**src/rtl/thmj_pkg.sv**
```systemverilog
`default_nettype none

package thmj_pkg;

    localparam int COORD_BITS     = 21;
    localparam int REF_FRAC_BITS  = 14;
    localparam int REF_BITS       = 16;
    localparam int RESULT_BITS    = 32;
    localparam int REF_DIMS       = 3;
    localparam int NUM_AXES       = 3;
    localparam int NUM_CORNERS    = 2 ** REF_DIMS;
    localparam int CFG_DATA_BITS  = 63;
    localparam int CFG_INDEX_BITS = $clog2(NUM_CORNERS);
    localparam int CORNER_BITS    = NUM_AXES * COORD_BITS;

    // Exact intermediate widths of the Horner evaluation.
    localparam int COEF_BITS   = COORD_BITS + REF_DIMS;
    localparam int LIN_BITS    = COEF_BITS + REF_FRAC_BITS + 1;
    localparam int BILIN_BITS  = LIN_BITS + REF_FRAC_BITS + 1;
    localparam int TRILIN_BITS = BILIN_BITS + REF_FRAC_BITS + 1;

    localparam int POS_SHIFT = 3 * REF_FRAC_BITS + 3;
    localparam int JAC_SHIFT = 2 * REF_FRAC_BITS + 3;

    localparam logic signed [REF_BITS-1:0] REF_ONE = REF_BITS'(1 << REF_FRAC_BITS);

    localparam logic signed [RESULT_BITS-1:0] RESULT_MIN =
        $signed({1'b1, {(RESULT_BITS-1){1'b0}}});
    localparam logic signed [RESULT_BITS-1:0] RESULT_MAX = ~RESULT_MIN;

    typedef enum logic [1:0] {
        AXIS_X = 2'd0,
        AXIS_Y = 2'd1,
        AXIS_Z = 2'd2
    } axis_t;

    typedef struct packed {
        logic signed [REF_BITS-1:0] ref_x;
        logic signed [REF_BITS-1:0] ref_y;
        logic signed [REF_BITS-1:0] ref_z;
    } ref_point_t;

    typedef struct packed {
        logic [1:0]                    axis;
        logic signed [RESULT_BITS-1:0] position;
        logic signed [RESULT_BITS-1:0] deriv_ref_x;
        logic signed [RESULT_BITS-1:0] deriv_ref_y;
        logic signed [RESULT_BITS-1:0] deriv_ref_z;
        logic                          in_range;
        logic                          last;
    } result_t;

    typedef struct packed {
        logic       valid;
        axis_t      axis;
        logic       in_range;
        logic       last;
        ref_point_t point;
    } slot_t;

    typedef logic signed [COEF_BITS-1:0] coef_t;
    typedef coef_t [NUM_CORNERS-1:0] coef_set_t;
    typedef coef_set_t [NUM_AXES-1:0] coef_bank_t;

    function automatic logic in_cube(input ref_point_t p);
        return ($signed(p.ref_x) >= -REF_ONE) && ($signed(p.ref_x) <= REF_ONE) &&
               ($signed(p.ref_y) >= -REF_ONE) && ($signed(p.ref_y) <= REF_ONE) &&
               ($signed(p.ref_z) >= -REF_ONE) && ($signed(p.ref_z) <= REF_ONE);
    endfunction

    function automatic logic signed [RESULT_BITS-1:0] sat_pos(
        input logic signed [TRILIN_BITS-1:0] v
    );
        logic signed [TRILIN_BITS-1:0] t;
        t = v >>> POS_SHIFT;
        if ((t[TRILIN_BITS-1:RESULT_BITS-1] == '0) || (t[TRILIN_BITS-1:RESULT_BITS-1] == '1))
            return $signed(t[RESULT_BITS-1:0]);
        else if (t[TRILIN_BITS-1])
            return RESULT_MIN;
        else
            return RESULT_MAX;
    endfunction

    function automatic logic signed [RESULT_BITS-1:0] sat_jac(
        input logic signed [BILIN_BITS-1:0] v
    );
        logic signed [BILIN_BITS-1:0] t;
        t = v >>> JAC_SHIFT;
        if ((t[BILIN_BITS-1:RESULT_BITS-1] == '0) || (t[BILIN_BITS-1:RESULT_BITS-1] == '1))
            return $signed(t[RESULT_BITS-1:0]);
        else if (t[BILIN_BITS-1])
            return RESULT_MIN;
        else
            return RESULT_MAX;
    endfunction

endpackage

`default_nettype wire

```
**src/rtl/thmj_coef.sv**
```systemverilog
`default_nettype none

module thmj_coef (
    input  wire logic                                clk,
    input  wire logic                                rst_n,
    input  wire logic                                cfg_we,
    input  wire logic [thmj_pkg::CFG_INDEX_BITS-1:0] cfg_index,
    input  wire logic [thmj_pkg::CFG_DATA_BITS-1:0]  cfg_data,
    output thmj_pkg::coef_bank_t                     coef
);
    import thmj_pkg::*;

    logic [CORNER_BITS-1:0]      corner_reg [NUM_CORNERS];
    logic signed [COEF_BITS-1:0] bf [NUM_AXES][REF_DIMS+1][NUM_CORNERS];
    coef_bank_t                  coef_reg;
    coef_bank_t                  coef_next;

    always_ff @(posedge clk or negedge rst_n)
    begin
        if (!rst_n)
        begin
            for (int k = 0; k < NUM_CORNERS; k++)
                corner_reg[k] <= '0;
        end
        else if (cfg_we)
        begin
            corner_reg[cfg_index] <= cfg_data[CORNER_BITS-1:0];
        end
    end

    // Each coefficient is a signed sum of corners, formed by a three-level butterfly.
    always_comb
    begin
        for (int a = 0; a < NUM_AXES; a++)
        begin
            for (int k = 0; k < NUM_CORNERS; k++)
                bf[a][0][k] = COEF_BITS'($signed(corner_reg[k][a*COORD_BITS +: COORD_BITS]));
            for (int d = 0; d < REF_DIMS; d++)
            begin
                for (int k = 0; k < NUM_CORNERS; k++)
                begin
                    if (((k >> d) & 1) != 0)
                        bf[a][d+1][k] = bf[a][d][k] - bf[a][d][k & ~(1 << d)];
                    else
                        bf[a][d+1][k] = bf[a][d][k] + bf[a][d][k | (1 << d)];
                end
            end
            for (int m = 0; m < NUM_CORNERS; m++)
                coef_next[a][m] = bf[a][REF_DIMS][m];
        end
    end

    always_ff @(posedge clk or negedge rst_n)
    begin
        if (!rst_n)
            coef_reg <= '0;
        else
            coef_reg <= coef_next;
    end

    assign coef = coef_reg;

endmodule

`default_nettype wire

```
**config.mk**
```make
export PLATFORM = sky130hd
export DESIGN_NAME = thmj_coef
export DESIGN_NICKNAME = d
export VERILOG_FILES = /design/src/rtl/thmj_pkg.sv /design/src/rtl/thmj_coef.sv
export SDC_FILE = /design/constraint.sdc
export NUM_CORES = 2
export LEC_CHECK = 0
export BUFFER_PORTS_ARGS = -buffer_cell sky130_fd_sc_hd__buf_2
export CELL_PAD_IN_SITES_DETAIL_PLACEMENT = 1
export CELL_PAD_IN_SITES_GLOBAL_PLACEMENT = 1
export CORE_AREA = 8 8 559 671
export DETAILED_ROUTE_END_ITERATION = 8
export DIE_AREA = 0 0 567 679
export PLACE_DENSITY_LB_ADDON = 0.3
export RECOVER_POWER = 25
export SETUP_SLACK_MARGIN = 0.1
export SYNTH_ARGS = -nofsm -noshare
export SYNTH_HDL_FRONTEND = slang
export SYNTH_SLANG_ARGS = --single-unit
```
**constraint.sdc**
```tcl
create_clock -name clk -period 8.4 [get_ports clk]
set_input_delay 1.68 -clock clk [delete_from_list [all_inputs] [get_ports clk]]
set_output_delay 1.68 -clock clk [all_outputs]
set_load 0.02 [all_outputs]
```
==> metrics <==
Post-Route WL 408000 µm; maximum buffer depth of the clock tree 4; Largest register FFs 564; Synth warnings 0; CTS Root Cell clkbuf_16; post-route cell area 121000 µm²; Most used DFF post-synth dfrtp_1; Worst Tran Pin Value 5.90 ns; Hold-fix buffers, CTS 0; # fillers 43200; effective utilization at floorplan 0.299; GRT overflow 0; TritonCTS clock tree built; min cycle time layout 7.28 ns; vias in the first global route 97800; Yosys reg bits 1068; Starting DRT DRC Count 4398; clk slew on worst S/H paths 0.06 ns; crit path max-delay cell type o41ai_1; Hold Path Sink bf[2141]; status complete, but fails checks; Fmax 137 MHz; RSZ-0062 raised after global routing false; synth top area cells dfrtp_1 25%, ha_1 18%, xnor2_1 8.9%, a21oi_1 4.9%, inv_1 4.7%; HP Class reg2reg; WHS 0.538 ns; post-synthesis sequential area ratio 0.246; Async SR Flop Fraction 1.00; Hold Fails Final Rpt 0; hpwl dp 337000 µm; total iterations of the first detailed-routing run 5; Synth Instances 13000; slowest stage delay, CP 0.92 ns; max-cap violations 17; H-tree depth 4; Detail Route Antenna Nets 0; first-pass GRT wire length 611000 µm; CTS resizes 0; Overall Global Routing Usage 0.203; Hold Crit Start bf[2141]; Synth-to-Final Area Change 11.2%; Final Skew 0.0656 ns; Port Buffers 644; post-synth top area share 0.246; io pins 645; postcts setup bufs 0; count leader, synth ha_1; largest net degree at the start of global routing 141; Layout Nets 15000; Critical Path Sink Type flop; Hold Path Depth 1; fin. max-slew vios 813; via count 93600; synth unique cells 100; FF+latch area 26700 µm²; synthesized area 109000 µm²; Max FO, Critical Path 10; reg-to-reg critical path startpoint bf[2208]; number of synthesized flops with an enable pin 0; crit path cell chain ha_1 > fa_1 > nor2b_1 > o21bai_1 > a21oi_1 > o41ai_1 > xnor2_1 > ha_1 > inv_1 > a2111oi_0 > o41ai_1 > o21ai_0 > o31a_1 > xnor2_1 > ha_1 > nor2_1 > nand2_1 > nor3_1 > nand3_1 > a31oi_1 > o21ai_0 > o311ai_0 > xnor2_1; delay-heaviest family, CP compound AO/OA/AOI/OAI gates; Skew-Pair Late Insertion Delay 0.87 ns; cell taking the most area after synthesis dfrtp_1; share of layout cells above drive strength 1 0.103; Arr. time, crit path 8.03 ns; Worst EP required 9.15 ns; Worst Path Buf+Inv 1; reg2reg end coef[114]; WS Path Type reg2reg; post-synth net total 14700; failing checks capacitance limit, slew limit; reg2reg setup slack 1.12 ns; core area 364000 µm²; crit start category flop; Routability Congestion 0.929; synth cell count leaders 1584 x ha_1, 1360 x inv_1, 1136 x nor2_1, 1100 x xnor2_1, 1068 x dfrtp_1; Tcrit/Tclk final 0.867; Vias/cell 5.16; TritonCTS buffer count 140; Die H 679 µm; dpl cell area 116000 µm²; WL/cell 22.5 µm; DRC 0; CTS sink count 1068; post-route setup TNS 0 ns; Multi-input gate area 74600 µm²; Die ar. 385000 µm²; final setup fails 0; Chip Width 567 µm; Reg2Reg Depth 23; row cnt 243; initial antenna violation count 59; max_slew headroom -2.94; Post-Syn Area per Cell 8.38 µm²
cell usage in the layout (no fill, tap or decap), drive strengths merged, types with 29 or more instances in the layout:
master,instances
a2111oi,37
a211o,48
a211oi,100
a21boi,38
a21o,248
a21oi,1061
a221oi,42
a311oi,35
a31oi,113
and2,44
and3,91
buf,667
clkbuf,197
clkinv,56
dfrtp,1068
fa,72
ha,1584
inv,1378
mux2,324
nand2,596
nand2b,183
nand3,162
nand4,41
nor2,1136
nor2b,166
nor3,356
nor4,80
o2111ai,32
o211ai,90
o21a,101
o21ai,616
o21bai,363
o31a,38
o31ai,99
o41ai,41
or2,65
or3,124
or4,29
xnor2,1100
xor2,300
cells by family (layout without fill, tap and decap cells):
family | Yosys count | in the layout | share of synthesized area
multiplexers | 338 | 338 | 0.0349
flip-flops | 1068 | 1068 | 0.246
XOR/XNOR | 1400 | 1400 | 0.113
adder cells (fa/ha/maj) | 1656 | 1656 | 0.196
AO/OA/AOI/OAI | 3405 | 3405 | 0.204
buffers and inverters | 1936 | 2322 | 0.0675
other | 0 | 8 | 0
AND/OR/NAND/NOR | 3171 | 3171 | 0.139
per-stage QoR:
step / utilization / setup WS [ns] / instances
global placement: 0.319 / 1.20 / 17900
global route: 0.332 / 0.243 / 18100
detailed placement: 0.319 / 1.12 / 17900
finish: 0.332 / 1.12 / 18100
floorplan: - / 2.34 / 13000
CTS: 0.332 / 1.06 / 18100
area by class of cell:
class | instances | share of cell area
sequential | 1068 | 0.221
clock buffer | 175 | 0.0319
inverter | 1381 | 0.0429
antenna | 8 | 0.000166
tap | 4777 | 0.0495
clock inverter | 77 | 0.00786
multi-input combinational | 9970 | 0.617
timing repair buffer | 689 | 0.0293
worst max-delay path by stage:
| stage | cells past startpoint | to | from |
|---|---|---|---|
| 2_1_floorplan | 25 | coef[310] | bf[1440] |
| 3_3_place_gp | 24 | coef[21] | bf[2208] |
| 3_5_place_dp | 24 | coef[21] | bf[2208] |
| 4_1_cts | 24 | coef[21] | bf[2208] |
| 5_1_grt | 3 | coef[42] | rst_n |
| 6_report | 23 | coef[114] | bf[2208] |
routing by layer:
metal,track usage,vias up,share of wire
met2,0.356,1543,0.48
met4,0.0732,14,0.042
met1,0.256,46400,0.45
met5,0,-,0.00023
li1,-,45100,-
met3,0.0228,544,0.033
Power is not shown: default switching activity piles up to over one toggle a cycle in this logic, so the estimate is an artifact.
