`src/rtl/thmj_pkg.sv`:
```
`default_nettype none

package thmj_pkg;

    localparam int COORD_BITS     = 21;
    localparam int REF_FRAC_BITS  = 14;
    localparam int REF_BITS       = 16;
    localparam int RESULT_BITS    = 32;
    localparam int REF_DIMS       = 3;
    localparam int NUM_AXES       = 3;
    localparam int NUM_CORNERS    = 2 ** REF_DIMS;
    localparam int CFG_DATA_BITS  = 63;
    localparam int CFG_INDEX_BITS = $clog2(NUM_CORNERS);
    localparam int CORNER_BITS    = NUM_AXES * COORD_BITS;

    // Exact intermediate widths of the Horner evaluation.
    localparam int COEF_BITS   = COORD_BITS + REF_DIMS;
    localparam int LIN_BITS    = COEF_BITS + REF_FRAC_BITS + 1;
    localparam int BILIN_BITS  = LIN_BITS + REF_FRAC_BITS + 1;
    localparam int TRILIN_BITS = BILIN_BITS + REF_FRAC_BITS + 1;

    localparam int POS_SHIFT = 3 * REF_FRAC_BITS + 3;
    localparam int JAC_SHIFT = 2 * REF_FRAC_BITS + 3;

    localparam logic signed [REF_BITS-1:0] REF_ONE = REF_BITS'(1 << REF_FRAC_BITS);

    localparam logic signed [RESULT_BITS-1:0] RESULT_MIN =
        $signed({1'b1, {(RESULT_BITS-1){1'b0}}});
    localparam logic signed [RESULT_BITS-1:0] RESULT_MAX = ~RESULT_MIN;

    typedef enum logic [1:0] {
        AXIS_X = 2'd0,
        AXIS_Y = 2'd1,
        AXIS_Z = 2'd2
    } axis_t;

    typedef struct packed {
        logic signed [REF_BITS-1:0] ref_x;
        logic signed [REF_BITS-1:0] ref_y;
        logic signed [REF_BITS-1:0] ref_z;
    } ref_point_t;

    typedef struct packed {
        logic [1:0]                    axis;
        logic signed [RESULT_BITS-1:0] position;
        logic signed [RESULT_BITS-1:0] deriv_ref_x;
        logic signed [RESULT_BITS-1:0] deriv_ref_y;
        logic signed [RESULT_BITS-1:0] deriv_ref_z;
        logic                          in_range;
        logic                          last;
    } result_t;

    typedef struct packed {
        logic       valid;
        axis_t      axis;
        logic       in_range;
        logic       last;
        ref_point_t point;
    } slot_t;

    typedef logic signed [COEF_BITS-1:0] coef_t;
    typedef coef_t [NUM_CORNERS-1:0] coef_set_t;
    typedef coef_set_t [NUM_AXES-1:0] coef_bank_t;

    function automatic logic in_cube(input ref_point_t p);
        return ($signed(p.ref_x) >= -REF_ONE) && ($signed(p.ref_x) <= REF_ONE) &&
               ($signed(p.ref_y) >= -REF_ONE) && ($signed(p.ref_y) <= REF_ONE) &&
               ($signed(p.ref_z) >= -REF_ONE) && ($signed(p.ref_z) <= REF_ONE);
    endfunction

    function automatic logic signed [RESULT_BITS-1:0] sat_pos(
        input logic signed [TRILIN_BITS-1:0] v
    );
        logic signed [TRILIN_BITS-1:0] t;
        t = v >>> POS_SHIFT;
        if ((t[TRILIN_BITS-1:RESULT_BITS-1] == '0) || (t[TRILIN_BITS-1:RESULT_BITS-1] == '1))
            return $signed(t[RESULT_BITS-1:0]);
        else if (t[TRILIN_BITS-1])
            return RESULT_MIN;
        else
            return RESULT_MAX;
    endfunction

    function automatic logic signed [RESULT_BITS-1:0] sat_jac(
        input logic signed [BILIN_BITS-1:0] v
    );
        logic signed [BILIN_BITS-1:0] t;
        t = v >>> JAC_SHIFT;
        if ((t[BILIN_BITS-1:RESULT_BITS-1] == '0) || (t[BILIN_BITS-1:RESULT_BITS-1] == '1))
            return $signed(t[RESULT_BITS-1:0]);
        else if (t[BILIN_BITS-1])
            return RESULT_MIN;
        else
            return RESULT_MAX;
    endfunction

endpackage

`default_nettype wire

```
`src/rtl/thmj_issue.sv`:
```
`default_nettype none

module thmj_issue (
    input  wire logic                 clk,
    input  wire logic                 rst_n,
    input  wire logic                 point_valid,
    output logic                      point_stall,
    input  wire thmj_pkg::ref_point_t point,
    input  wire logic                 slot_ready,
    output thmj_pkg::slot_t           slot
);
    import thmj_pkg::*;

    logic       hold_valid_reg;
    logic       hold_valid_next;
    axis_t      axis_reg;
    axis_t      axis_next;
    ref_point_t point_reg;
    ref_point_t point_next;
    logic       in_range_reg;
    logic       in_range_next;
    logic       accept;
    logic       slot_done;

    assign slot_done   = hold_valid_reg & slot_ready;
    assign point_stall = hold_valid_reg & ~(slot_ready & (axis_reg == AXIS_Z));
    assign accept      = point_valid & ~point_stall;

    always_comb
    begin
        hold_valid_next = hold_valid_reg;
        axis_next       = axis_reg;
        point_next      = point_reg;
        in_range_next   = in_range_reg;
        if (slot_done)
        begin
            case (axis_reg)
                AXIS_X: axis_next = AXIS_Y;
                AXIS_Y: axis_next = AXIS_Z;
                default:
                begin
                    hold_valid_next = 1'b0;
                    axis_next       = AXIS_X;
                end
            endcase
        end
        if (accept)
        begin
            hold_valid_next = 1'b1;
            axis_next       = AXIS_X;
            point_next      = point;
            in_range_next   = in_cube(point);
        end
    end

    always_ff @(posedge clk or negedge rst_n)
    begin
        if (!rst_n)
        begin
            hold_valid_reg <= 1'b0;
            axis_reg       <= AXIS_X;
        end
        else
        begin
            hold_valid_reg <= hold_valid_next;
            axis_reg       <= axis_next;
        end
    end

    always_ff @(posedge clk)
    begin
        point_reg    <= point_next;
        in_range_reg <= in_range_next;
    end

    always_comb
    begin
        slot.valid    = hold_valid_reg;
        slot.axis     = axis_reg;
        slot.in_range = in_range_reg;
        slot.last     = (axis_reg == AXIS_Z);
        slot.point    = point_reg;
    end

    a_accept_starts_x: assert property (@(posedge clk) disable iff (!rst_n)
        accept |=> (hold_valid_reg && (axis_reg == AXIS_X)))
        else $error("accepted point does not start with the x axis");

endmodule

`default_nettype wire

```
`config.mk`:
```
export PLATFORM = sky130hd
export DESIGN_NAME = thmj_issue
export DESIGN_NICKNAME = d
export VERILOG_FILES = /design/src/rtl/thmj_pkg.sv /design/src/rtl/thmj_issue.sv
export SDC_FILE = /design/constraint.sdc
export NUM_CORES = 1
export LEC_CHECK = 0
export BUFFER_PORTS_ARGS = -buffer_cell sky130_fd_sc_hd__buf_2
export CAP_MARGIN = 10
export CORE_MARGIN = 2
export CORE_UTILIZATION = 38
export CTS_CLUSTER_DIAMETER = 120
export DETAILED_ROUTE_END_ITERATION = 16
export GPL_TIMING_DRIVEN = 0
export PLACE_DENSITY_LB_ADDON = 0.08
export SETUP_SLACK_MARGIN = 0.3
export SLEW_MARGIN = 20
export SYNTH_ARGS = -nofsm -noshare
export SYNTH_HDL_FRONTEND = slang
export SYNTH_SLANG_ARGS = --single-unit
```
`constraint.sdc`:
```
create_clock -name clk -period 3.3 [get_ports clk]
set_clock_uncertainty 0.1 [all_clocks]
set_input_delay 0.33 -clock clk [delete_from_list [all_inputs] [get_ports clk]]
set_output_delay 0.33 -clock clk [all_outputs]
set_load 0.05 [all_outputs]
```
==> impl_metrics.json, run 1 <==
{
  "cts_tree": "built",
  "syn_area_per_cell_um2": 20.3,
  "vias_per_cell": 4.89,
  "antenna_found_initial": 0,
  "fin_area_um2": 2510,
  "crit_chain": "nand2_1 -> o21a_1 -> nor2b_4 -> buf_16",
  "critPathKind": "reg2reg",
  "required_ns": 3.20,
  "startpoint_type": "register",
  "synth_ff_type": "edfxtp_1",
  "cts_buffers": 5,
  "drc": 0,
  "synth_common_cells": "edfxtp_1 (49), nor4_1 (6), nand2_1 (4)",
  "max_slew_margin": 0.513,
  "setup_ws_ns": 1.32,
  "finalSetupViolCount": 0,
  "insertion_delay_ns": 0.29,
  "ant_nets": 0,
  "dp.cells": 246,
  "hp-class": "in2reg",
  "synth_edf_count": 49,
  "path_clk_slew_ns": 0.08,
  "slew_viol_final": 0,
  "cp_data_arrival_time_ns": 1.88,
  "die_x_um": 72.6,
  "async_reset_ff_frac": 0.0577,
  "track_usage": 0.133,
  "hp-start": "point[6]",
  "pre_cts_slack_ns": 1.29,
  "die_area_um2": 5280,
  "core_area_um2": 4440,
  "synthTopCellsByArea": "edfxtp_1 (82%), dfrtp_1 (4.2%), nor4_1 (2.1%), nor4_2 (2.1%), nand4_1 (1.0%)",
  "synth_top_area_cell": "edfxtp_1",
  "final_cells": 255,
  "yosysUniqueCellTypes": 20,
  "cp_num_buf_inv": 1,
  "routed_wl_um": 3590,
  "synthesis.nets": 140,
  "grt_pass1_wl_um": 5310,
  "crit_path_end_kind": "register",
  "first_global_vias": 1197,
  "antennaDiodeCount": 0,
  "period_share": 0.599,
  "grt_max_degree": 27,
  "seq_area_frac_synth": 0.864,
  "hpwlAfterDp_um": 2820,
  "peakVddDrop_mv": 0.449,
  "start_util": 0.403,
  "tightest_slew_ns": 0.728,
  "synth_top_area_frac": 0.822,
  "fmax_ghz": 0.506,
  "synth_seq_cells": 52,
  "cts-root-buf": "clkbuf_8",
  "min_period_ns": 1.98,
  "critPathMaxFanout": 26,
  "fp-row-count": 24,
  "cp-startpoint": "axis_reg[1]",
  "status": "finished, final reports clean",
  "drt_iter0_markers": 54,
  "rsz0062_at_grt": "false",
  "power.leakage_nw": 1.04,
  "drv_cap": 0,
  "r2r_start": "axis_reg[1]",
  "synth-warning-count": 0,
  "placed_area_um2": 2420,
  "grt-ovfl-total": 0,
  "htree_levels": 2,
  "syn_inst": 88,
  "die_h_um": 72.6,
  "syn_to_final_growth_pct": 40.0,
  "largest_register_ff_count": 48,
  "worst_hold_slack_ns": 0.124,
  "drive_above_1_share": 0.576,
  "syn_area_um2": 1790,
  "critPathSlowestCell": "nor2b_4",
  "cp_top_family": "simple AND/OR/NAND/NOR gates",
  "cpPeakStageDelay_ns": 0.59,
  "io_pins": 106,
  "yosysMostFrequentCell": "edfxtp_1",
  "wl_per_cell_um": 14.1,
  "setup_tns_ns": 0,
  "vias": 1246,
  "layout.nets": 254,
  "gp_congestion": 0.682,
  "clk_path_buf_depth": 2,
  "power_density_nw_per_um2": 808,
  "io_buffers": 105,
  "finalHoldViolCount": 0,
  "cts.sinks": 52,
  "firstDrtPassIters": 4
}
worst reg2reg max path, delay by kind of cell, from the launching register on:
family,cells,cell delay (ns)
AO/OA/AOI/OAI,1,0.21
buffers and inverters,1,0.26
flip-flops,1,0.42
AND/OR/NAND/NOR,2,0.68
per-stage QoR:
step	power, mW	util
4_1_cts	2.05	0.564
6_report	2.02	0.564
3_5_place_dp	1.72	0.544
2_1_floorplan	1.51	-
3_3_place_gp	1.68	0.537
5_1_grt	2.10	0.564
timing repair:
| action | in CTS | in global routing |
|---|---|---|
| buffers inserted | 0 | 0 |
| endpoints found under the hold margin | 3 | 0 |
| gates resized for setup | 0 | 0 |
| hold buffers | 1 | 0 |
area by class of cell:
class / count / area, um2
clock inverter: 1 / 3.75
multi-input combinational: 32 / 229
fill: 391 / 1940
sequential: 52 / 1550
timing repair buffer: 107 / 563
clock buffer: 7 / 76.3
inverter: 2 / 7.51
buffer: 2 / 15.0
tap: 52 / 65.1
cells by family (layout without fill, tap and decap cells):
group,after synthesis,after routing,synth area share
and+or+nand+nor,25,25,0.0901
buffers and inverters,4,119,0.0126
DFF,52,52,0.864
AOI/OAI and AO/OA,5,5,0.0231
muxes,1,1,0.00559
xor gates and xnor gates,1,1,0.00489
placed cells by master, fill, tap and decap left out, types with 2 or more instances in the layout:
| cell | instances |
|---|---|
| buf_2 | 105 |
| buf_4 | 2 |
| clkbuf_1 | 2 |
| clkbuf_8 | 5 |
| dfrtp_1 | 3 |
| edfxtp_1 | 49 |
| inv_1 | 2 |
| nand2_1 | 4 |
| nand3b_1 | 2 |
| nand4_1 | 3 |
| nor2_1 | 2 |
| nor2b_1 | 2 |
| nor4_1 | 6 |
| nor4_2 | 3 |
worst paths after layout:
path,depth (start not counted),to,slack [ns]
max,4,slot[0],1.32
min,1,slot[6],0.12
max reg2reg,4,slot[0],1.32
min reg2reg,1,axis_reg[1],0.50
max in group asynchronous,2,axis_reg[0],2.73
min in group asynchronous,2,hold_valid_reg,0.26
layer usage:
layer | GRT usage | part of all wire | up-vias
met1 | 0.141 | 0.35 | 600
met4 | 0.0494 | 0.013 | 0
met2 | 0.233 | 0.53 | 62
met3 | 0.0580 | 0.10 | 6
li1 | - | - | 578
met5 | 0 | 0 | -
power by group:
| group | total [mW] | leakage (nW) | internal, mW | switching [mW] |
|---|---|---|---|---|
| Clock | 0.328 | 0.0399 | 0.148 | 0.180 |
| Combinational | 0.769 | 0.514 | 0.166 | 0.603 |
| Sequential | 0.928 | 0.484 | 0.879 | 0.0483 |
(Power assumes the default switching activity.)
==> inputs of run 2 (changes only) <==
--- a/config.mk
+++ b/config.mk
@@ -8,7 +8,7 @@
 export BUFFER_PORTS_ARGS = -buffer_cell sky130_fd_sc_hd__buf_2
 export CAP_MARGIN = 10
 export CORE_MARGIN = 2
-export CORE_UTILIZATION = 38
+export CORE_UTILIZATION = 42
 export CTS_CLUSTER_DIAMETER = 120
 export DETAILED_ROUTE_END_ITERATION = 16
 export GPL_TIMING_DRIVEN = 0
==> constraint.sdc (replaced) <==
create_clock -name clk -period 1.95 [get_ports clk]
set_clock_uncertainty 0.1 [all_clocks]
set_input_delay 0.195 -clock clk [delete_from_list [all_inputs] [get_ports clk]]
set_output_delay 0.195 -clock clk [all_outputs]
set_load 0.05 [all_outputs]
==> impl_metrics.json, run 2 (same netlist as run 1, synthesis figures left out) <==
{
  "setup_tns_ns": 0,
  "path_clk_slew_ns": 0.09,
  "io_buffers": 105,
  "cts.sinks": 52,
  "hold_depth": 1,
  "drv_cap": 0,
  "sw_frac_of_total": 0.414,
  "io_pins": 106,
  "layout.nets": 303,
  "wl_per_cell_um": 15.7,
  "core_area_um2": 4060,
  "cts_tree": "built",
  "htree_levels": 2,
  "cpPeakStageDelay_ns": 0.53,
  "vias": 1450,
  "finalHoldViolCount": 0,
  "track_usage": 0.203,
  "hp-start": "point[31]",
  "vias_per_cell": 4.82,
  "status": "finished, final reports clean",
  "antenna_found_initial": 0,
  "path_depth": 6,
  "worst_r2r_path_depth": 4,
  "hp-class": "in2reg",
  "power.leakage_nw": 1.30,
  "critPathKind": "in2reg",
  "r2r_start": "axis_reg[1]",
  "gp_congestion": 0.786,
  "p_comb_frac": 0.404,
  "critPathSlowestCell": "dlygate4sd3_1",
  "cp_data_arrival_time_ns": 1.67,
  "grt_pass1_wl_um": 7400,
  "start_util": 0.441,
  "cp_top_family": "simple AND/OR/NAND/NOR gates",
  "cp_num_buf_inv": 2,
  "cp-startpoint": "point[9]",
  "first_global_vias": 1538,
  "drt_iter0_markers": 80,
  "max_slew_margin": 0.755,
  "insertion_delay_ns": 0.30,
  "syn_to_final_growth_pct": 72.5,
  "grt_max_degree": 26,
  "hpwlAfterDp_um": 3020,
  "required_ns": 2.03,
  "clk_path_buf_depth": 2,
  "startpoint_type": "input port",
  "grt-ovfl-total": 0,
  "crit_path_end_kind": "register",
  "fmax_ghz": 0.628,
  "ant_nets": 0,
  "min_period_ns": 1.59,
  "drc": 0,
  "routed_wl_um": 4720,
  "rsz0062_at_grt": "false",
  "layout_commonest_cell": "buf_2",
  "fp-row-count": 23,
  "firstDrtPassIters": 4,
  "die_h_um": 69.3,
  "internal_power_mw": 2.13,
  "slew_viol_final": 0,
  "largest_register_ff_count": 48,
  "antennaDiodeCount": 0,
  "p_sw_mw": 1.50,
  "cts_buffers": 5,
  "power_density_nw_per_um2": 1170,
  "die_x_um": 69.3,
  "die_area_um2": 4800,
  "finalSetupViolCount": 0,
  "power_frac_clock": 0.159,
  "layout_common_cells": "buf_2 (103), edfxtp_1 (49), dlygate4sd3_1 (44)",
  "period_share": 0.817,
  "worst_hold_slack_ns": 0.0496,
  "tightest_slew_ns": 0.366,
  "crit_chain": "dlygate4sd3_1 -> buf_2 -> nor4_2 -> nand4_1 -> nand3b_1 -> and3_1",
  "critPathMaxFanout": 2,
  "cts-root-buf": "clkbuf_8",
  "drive_above_1_share": 0.510,
  "peakVddDrop_mv": 0.988,
  "p_seq_frac": 0.437
}
run 2: cell count changes in the layout (fill, tap and decap cells not counted), sizes merged:
cell / before / now
clkbuf: 7 / 5
buf: 108 / 109
clkinvlp: 0 / 1
dlymetal6s4s: 0 / 4
nor2b: 3 / 4
dlygate4sd3: 1 / 44
run 2: path summary, 6_finish.rpt:
path                                   to  slack (ns)
setup / recovery             in_range_reg        0.36
hold / removal                   slot[31]        0.05
setup reg to reg                  slot[5]        0.44
hold reg to reg               axis_reg[0]        0.47
max in group asynchronous     axis_reg[0]        1.52
min in group asynchronous  hold_valid_reg        0.11
run 2: power by group through the flow:
stage	clock (mW)	sequential (mW)	combinational, mW
2_1_floorplan	0	2.25	0.326
5_1_grt	0.629	1.61	1.53
3_5_place_dp	0	1.61	1.33
4_1_cts	0.592	1.58	1.46
6_report	0.578	1.58	1.47
3_3_place_gp	0	1.60	1.27
run 2: timing repair:
item | CTS | global route
resized for setup | 1 | 12
buffers inserted | 1 | 0
pin swaps | 0 | 5
endpoints found under the setup margin | 49 | 1
hold endpoints to repair | 50 | 0
hold buffers | 48 | 0
gates cloned | 1 | 0
run 2: metal layers:
layer | up-vias | share of wire | global-route usage
met5 | - | 0 | 0
met3 | 10 | 0.061 | 0.0654
met2 | 66 | 0.56 | 0.377
li1 | 681 | - | -
met4 | 0 | 0.022 | 0.0806
met1 | 693 | 0.35 | 0.209
run 2: worst reg2reg max path, cell delays in order, from the launching register on:
cell	delay (ns)
dfrtp_2	0.42
nand2_2	0.08
o21a_4	0.23
nor2b_4	0.20
buf_16	0.20
run 2: area by class of cell:
| class | instances | area [um2] |
|---|---|---|
| Inverter | 2 | 7.51 |
| Timing Repair Buffer | 155 | 1080 |
| Clock inverter | 2 | 12.5 |
| Clock buffer | 5 | 68.8 |
| Sequential cell | 52 | 1550 |
| Buffer | 2 | 15.0 |
| Tap cell | 50 | 62.6 |
| Fill cell | 237 | 968 |
| Multi-Input combinational cell | 33 | 298 |
run 2: metrics by stage:
| stage | instances | cell area, um2 | utilization | total power, mW | worst slack (ns) |
|---|---|---|---|---|---|
| after detailed placement | 244 | 2430 | 0.598 | 2.94 | -0.00620 |
| final | 301 | 3090 | 0.761 | 3.63 | 0.357 |
| after floorplan | 88 | 1810 | - | 2.58 | -0.224 |
| after global placement | 243 | 2400 | 0.591 | 2.87 | -0.180 |
| after CTS | 301 | 3020 | 0.745 | 3.63 | 0.315 |
| after global routing | 301 | 3090 | 0.761 | 3.76 | 0.306 |
